===== src/scrambled_halton_sampler_macros.svh =====
// assertion macros for the scrambled halton sampler
`ifndef SCRAMBLED_HALTON_SAMPLER_MACROS_SVH
`define SCRAMBLED_HALTON_SAMPLER_MACROS_SVH

`define SHS_ASSERT_IMPL(label, clk, rstn, ante, cons) \
    label: assert property (@(posedge clk) disable iff (!rstn) (ante) |-> (cons)) \
        else $error("assertion failed");

`define SHS_ASSERT_NEXT(label, clk, rstn, ante, cons) \
    label: assert property (@(posedge clk) disable iff (!rstn) (ante) |=> (cons)) \
        else $error("assertion failed");

`endif


===== src/shs_pkg.sv =====
// types and constants for the scrambled halton sampler
package shs_pkg;

    localparam int MAX_DIMS = 16;

    typedef enum logic [3:0] {
        ST_IDLE,
        ST_BEGIN_HASH,
        ST_NEXT_HASH,
        ST_DIGITS,
        ST_CHECK,
        ST_FRACTION,
        ST_EXHAUSTED,
        ST_OUTPUT
    } shs_state_t;

    typedef struct packed {
        logic load_input;
        logic hash_start;
        logic hash_begin;
        logic digit_start;
        logic digit_step;
        logic frac_start;
        logic frac_step;
        logic finish_value;
        logic finish_exhausted;
    } shs_cmd_t;

    typedef struct packed {
        logic hash_done;
        logic digits_done;
        logic overflow;
        logic frac_done;
        logic exhausted;
        logic operation;
    } shs_status_t;

    function automatic logic [5:0] prime_of(input logic [3:0] d);
        logic [5:0] p;
        begin
            case (d)
                4'd0: p = 6'd2;
                4'd1: p = 6'd3;
                4'd2: p = 6'd5;
                4'd3: p = 6'd7;
                4'd4: p = 6'd11;
                4'd5: p = 6'd13;
                4'd6: p = 6'd17;
                4'd7: p = 6'd19;
                4'd8: p = 6'd23;
                4'd9: p = 6'd29;
                4'd10: p = 6'd31;
                4'd11: p = 6'd37;
                4'd12: p = 6'd41;
                4'd13: p = 6'd43;
                4'd14: p = 6'd47;
                default: p = 6'd53;
            endcase
            return p;
        end
    endfunction

endpackage


===== src/shs_ctrl.sv =====
// controller state machine of the scrambled halton sampler
module shs_ctrl
    import shs_pkg::*;
(
    input  logic        aclk,
    input  logic        aresetn,
    input  logic        in_valid,
    output logic        in_ready,
    output logic        out_valid,
    input  logic        out_ready,
    input  shs_status_t status,
    output shs_cmd_t    cmd
);

    shs_state_t state_reg, state_next;

    always_ff @(posedge aclk) begin
        if (!aresetn) begin
            state_reg <= ST_IDLE;
        end else begin
            state_reg <= state_next;
        end
    end

    always_comb begin
        state_next = state_reg;
        cmd = '0;
        in_ready = 1'b0;
        out_valid = 1'b0;
        unique case (state_reg)
            ST_IDLE: begin
                in_ready = 1'b1;
                if (in_valid) begin
                    cmd.load_input = 1'b1;
                    state_next = ST_BEGIN_HASH;
                end
            end
            ST_BEGIN_HASH: begin
                if (!status.operation) begin
                    cmd.hash_start = 1'b1;
                    cmd.hash_begin = 1'b1;
                    state_next = ST_NEXT_HASH;
                end else if (status.exhausted) begin
                    cmd.finish_exhausted = 1'b1;
                    state_next = ST_OUTPUT;
                end else begin
                    cmd.hash_start = 1'b1;
                    state_next = ST_NEXT_HASH;
                end
            end
            ST_NEXT_HASH: begin
                if (status.hash_done) begin
                    if (!status.operation) begin
                        state_next = ST_IDLE;
                    end else begin
                        cmd.digit_start = 1'b1;
                        state_next = ST_DIGITS;
                    end
                end
            end
            ST_DIGITS: begin
                if (status.digits_done) begin
                    state_next = ST_CHECK;
                end else begin
                    cmd.digit_step = 1'b1;
                end
            end
            ST_CHECK: begin
                if (status.overflow) begin
                    cmd.finish_value = 1'b1;
                    state_next = ST_OUTPUT;
                end else begin
                    cmd.frac_start = 1'b1;
                    state_next = ST_FRACTION;
                end
            end
            ST_FRACTION: begin
                if (status.frac_done) begin
                    cmd.finish_value = 1'b1;
                    state_next = ST_OUTPUT;
                end else begin
                    cmd.frac_step = 1'b1;
                end
            end
            ST_EXHAUSTED: begin
                state_next = ST_OUTPUT;
            end
            ST_OUTPUT: begin
                out_valid = 1'b1;
                if (out_ready) begin
                    state_next = ST_IDLE;
                end
            end
            default: state_next = ST_IDLE;
        endcase
    end

endmodule


===== config.mk =====
export PLATFORM = sky130hd
export DESIGN_NAME = shs_ctrl
export DESIGN_NICKNAME = d
export VERILOG_FILES = /design/src/scrambled_halton_sampler_macros.svh /design/src/shs_pkg.sv /design/src/shs_ctrl.sv
export SDC_FILE = /design/constraint.sdc
export NUM_CORES = 1
export LEC_CHECK = 0
export BUFFER_PORTS_ARGS = -buffer_cell sky130_fd_sc_hd__buf_4
export CAP_MARGIN = 20
export CORE_AREA = 8 8 45 47
export CTS_CLUSTER_DIAMETER = 60
export DETAILED_ROUTE_END_ITERATION = 6
export DIE_AREA = 0 0 53 55
export GPL_TIMING_DRIVEN = 0
export SLEW_MARGIN = 5
export SYNTH_ARGS = -nofsm -noshare
export SYNTH_HDL_FRONTEND = slang
export SYNTH_SLANG_ARGS = --single-unit

===== constraint.sdc =====
create_clock -name aclk -period 1.6 [get_ports aclk]
set_clock_uncertainty 0.05 [all_clocks]
set_input_delay 0.32 -clock aclk [delete_from_list [all_inputs] [get_ports aclk]]
set_output_delay 0.32 -clock aclk [all_outputs]
set_load 0.02 [all_outputs]

==> flow_summary.yaml <==
place:
  place_ws_ns: 0.124
  gp_congestion: 0.784
  portBuffers: 20
  placed_cell_area_sq_um: 499
  dp.final_hpwl_um: 791
routing:
  top_layer: "met3"
  vias: 394
  drt_iter0_drc: 1
  wl_met2_um: 570
  wl_met3_um: 63
  wl_per_cell_um: 13.0
  wirelength_um: 1080
  vias_per_cell: 4.75
  firstDrtPassIters: 4
  drt-met1-wl_um: 445
  drc: 0
  ant_nets: 0
synthesis:
  synth_flop_cell: "dfxtp_1"
  synth.distinct_cells: 25
  synth-adder-area-share_pct: 0
  synthSimpleGateAreaFrac_pct: 44.0
  synth_compound_area_share_pct: 24.3
  syn-cell-area_sq_um: 324
  synth_xor_area_share_pct: 0
  synth_top_family_by_area: "simple AND/OR/NAND/NOR gates"
  synth_mux_area_share_pct: 6.18
  synth_area_per_cell_sq_um: 7.72
  synth-async-reset-ratio_pct: 0
  synth_edf_count: 0
  ys_seq_area_share_pct: 18.5
  yosys_warnings: 0
  ys_ff_latch: 3
  postSynthCellCount: 42
  syn_nets: 52
power_and_ir_drop:
  p_leak_nw: 0.258
  p_total_uw: 883
  switching_share_pct: 42.6
  p_per_area_mw_per_mm2: 1510
  clkPwrFrac_pct: 14.8
  vdd_drop_max_mv: 0.539
  p_sw_uw: 376
  seqPwrFrac_pct: 20.2
  power_frac_comb_pct: 64.9
  cellInternalPower_uw: 507
critical_path:
  cp_data_arrival_time_ns: 1.17
  crit_path_start_kind: "flop"
  worstPathMaxFanout: 8
  critPathRequiredTime_ns: 1.23
  worstSetupPathType: "reg -> out"
  cp-end-kind: "primary output"
flow_run:
  cap_viol_max_count: 0
clock_network:
  cts_sinks: 3
  clk_latency_ns: 0.23
  cts_buffers: 3
  ctsHoldBuffers: 0
  cts_tree: "done"
  cts_root_buf: "clkbuf_4"
  path_clk_slew_ns: 0.04
  cts-htree-levels: 1
  clk_path_buf_depth: 2
run_status:
  status: "complete, no violations"
layout:
  final_common_cell: "buf_4"
  drive_gt1_share_pct: 61.2
  stdcell_area_sq_um: 583
  fillCellCount: 148
  area_growth_pct: 79.9
  layout.nets: 78
  diodes: 0
  most-common-layout-cells: "buf_4, nand2_1, nor2_1, clkbuf_4"
  largest_reg_flops: 3
sta:
  setup_viol: 0
  finalWorstPathRequiredPeriod_ns: 1.54
  grt_setup_unrepaired: "yes"
  fin_crit_sh_pct: 96.3
  slew_viol_final: 0
  fmax_mhz: 649
  worst_slew_pin_slew_ns: 0.307
  setup_slack_ns: 0.0595
  finalHoldViolations: 0
  relSlewSlack_pct: 78.9
grt:
  grt.total_usage_pct: 7.76
  grt_pass1_wl_um: 1680
  grt_max_degree: 11
  antenna_found_initial: 0
  grt_overflow_total: 0
  grt_pass1_vias: 414
die:
  die_w_um: 53
  start_util_pct: 23.4
  row_count: 14
  die-area_sq_mm: 0.00292
  ios: 21
  core-area_sq_mm: 0.00138
  die_h_um: 55
worst_hold_path:
  hp-class: "in -> reg"
[cell families after synthesis]
kind of cell / Yosys count
multiplexers: 2
flip-flops: 3
AO/OA/AOI/OAI: 9
AND/OR/NAND/NOR: 23
buffers and inverters: 5
[power groups by stage]
stage                     clock network (mW)  registers (mW)  logic (mW)
after floorplan                            0           0.122       0.353
after global placement                     0           0.132       0.505
after detailed placement                   0           0.134       0.505
after CTS                              0.138           0.138       0.566
after global routing                   0.142           0.188       0.619
final                                  0.131           0.179       0.573
[routing by layer]
metal  GRT usage, %  vias to the layer above
li1               -                      201
met1           8.19                      181
met2           12.5                       12
met3           2.41                        0
met4           6.47                        0
met5              0                        -
[cells in the mapped netlist (2+ instances only)]
cell | count | area [sq um]
nand2_1 | 4 | 15.0
inv_1 | 2 | 7.51
nor2_1 | 4 | 15.0
nand2b_1 | 2 | 12.5
nor3_1 | 4 | 20.0
mux2i_1 | 2 | 20.0
buf_2 | 3 | 15.0
o21ai_1 | 2 | 10.0
dfxtp_1 | 3 | 60.1
[what timing repair did]
| action | 4_1_cts | 5_1_grt |
|---|---|---|
| gates resized for setup | 7 | 9 |
| cloned | 0 | 0 |
| endpoints found under the hold margin | 0 | 0 |
| setup endpoints to repair | 7 | 8 |
| pin swaps | 0 | 1 |
| setup buffers | 0 | 2 |
[worst max-delay path, stage by stage, from the launching register on]
cell	delay, ns
dfxtp_4	0.35
buf_6	0.14
nor3_4	0.18
and2_1	0.14
buf_4	0.13
[worst paths after layout]
kind / from / end / slack [ns] / cells after the start
worst max-delay path: state_reg[0]$_SDFFE_PN0P_ / cmd[8] / 0.06 / 4
worst min-delay path: out_ready / state_reg[2]$_SDFFE_PN0P_ / 0.21 / 2
worst max register to register: state_reg[1]$_SDFFE_PN0P_ / state_reg[2]$_SDFFE_PN0P_ / 0.22 / 4
worst min register to register: state_reg[1]$_SDFFE_PN0P_ / state_reg[1]$_SDFFE_PN0P_ / 0.49 / 2
[area by class of cell]
type,count,area [sq um],share of cell area [%]
Multi-Input combinational cell,34,273,46.8
Clock buffer,4,26.3,4.51
Buffer,2,22.5,3.86
Inverter,2,7.51,1.29
Sequential cell,3,68.8,11.8
Tap cell,16,20.0,3.43
Timing Repair Buffer,22,165,28.3
[metrics by stage]
stage	TNS (ns)	utilization, %	cells	hold slack (ns)
CTS	0	40.0	82	0.214
global route	-0.00987	42.1	83	0.212
detailed placement	0	36.1	78	0.461
finish	0	42.1	83	0.215
global placement	0	36.1	78	0.459
floorplan	0	-	42	0.355
Note: power is estimated with default switching activity, not from simulation.
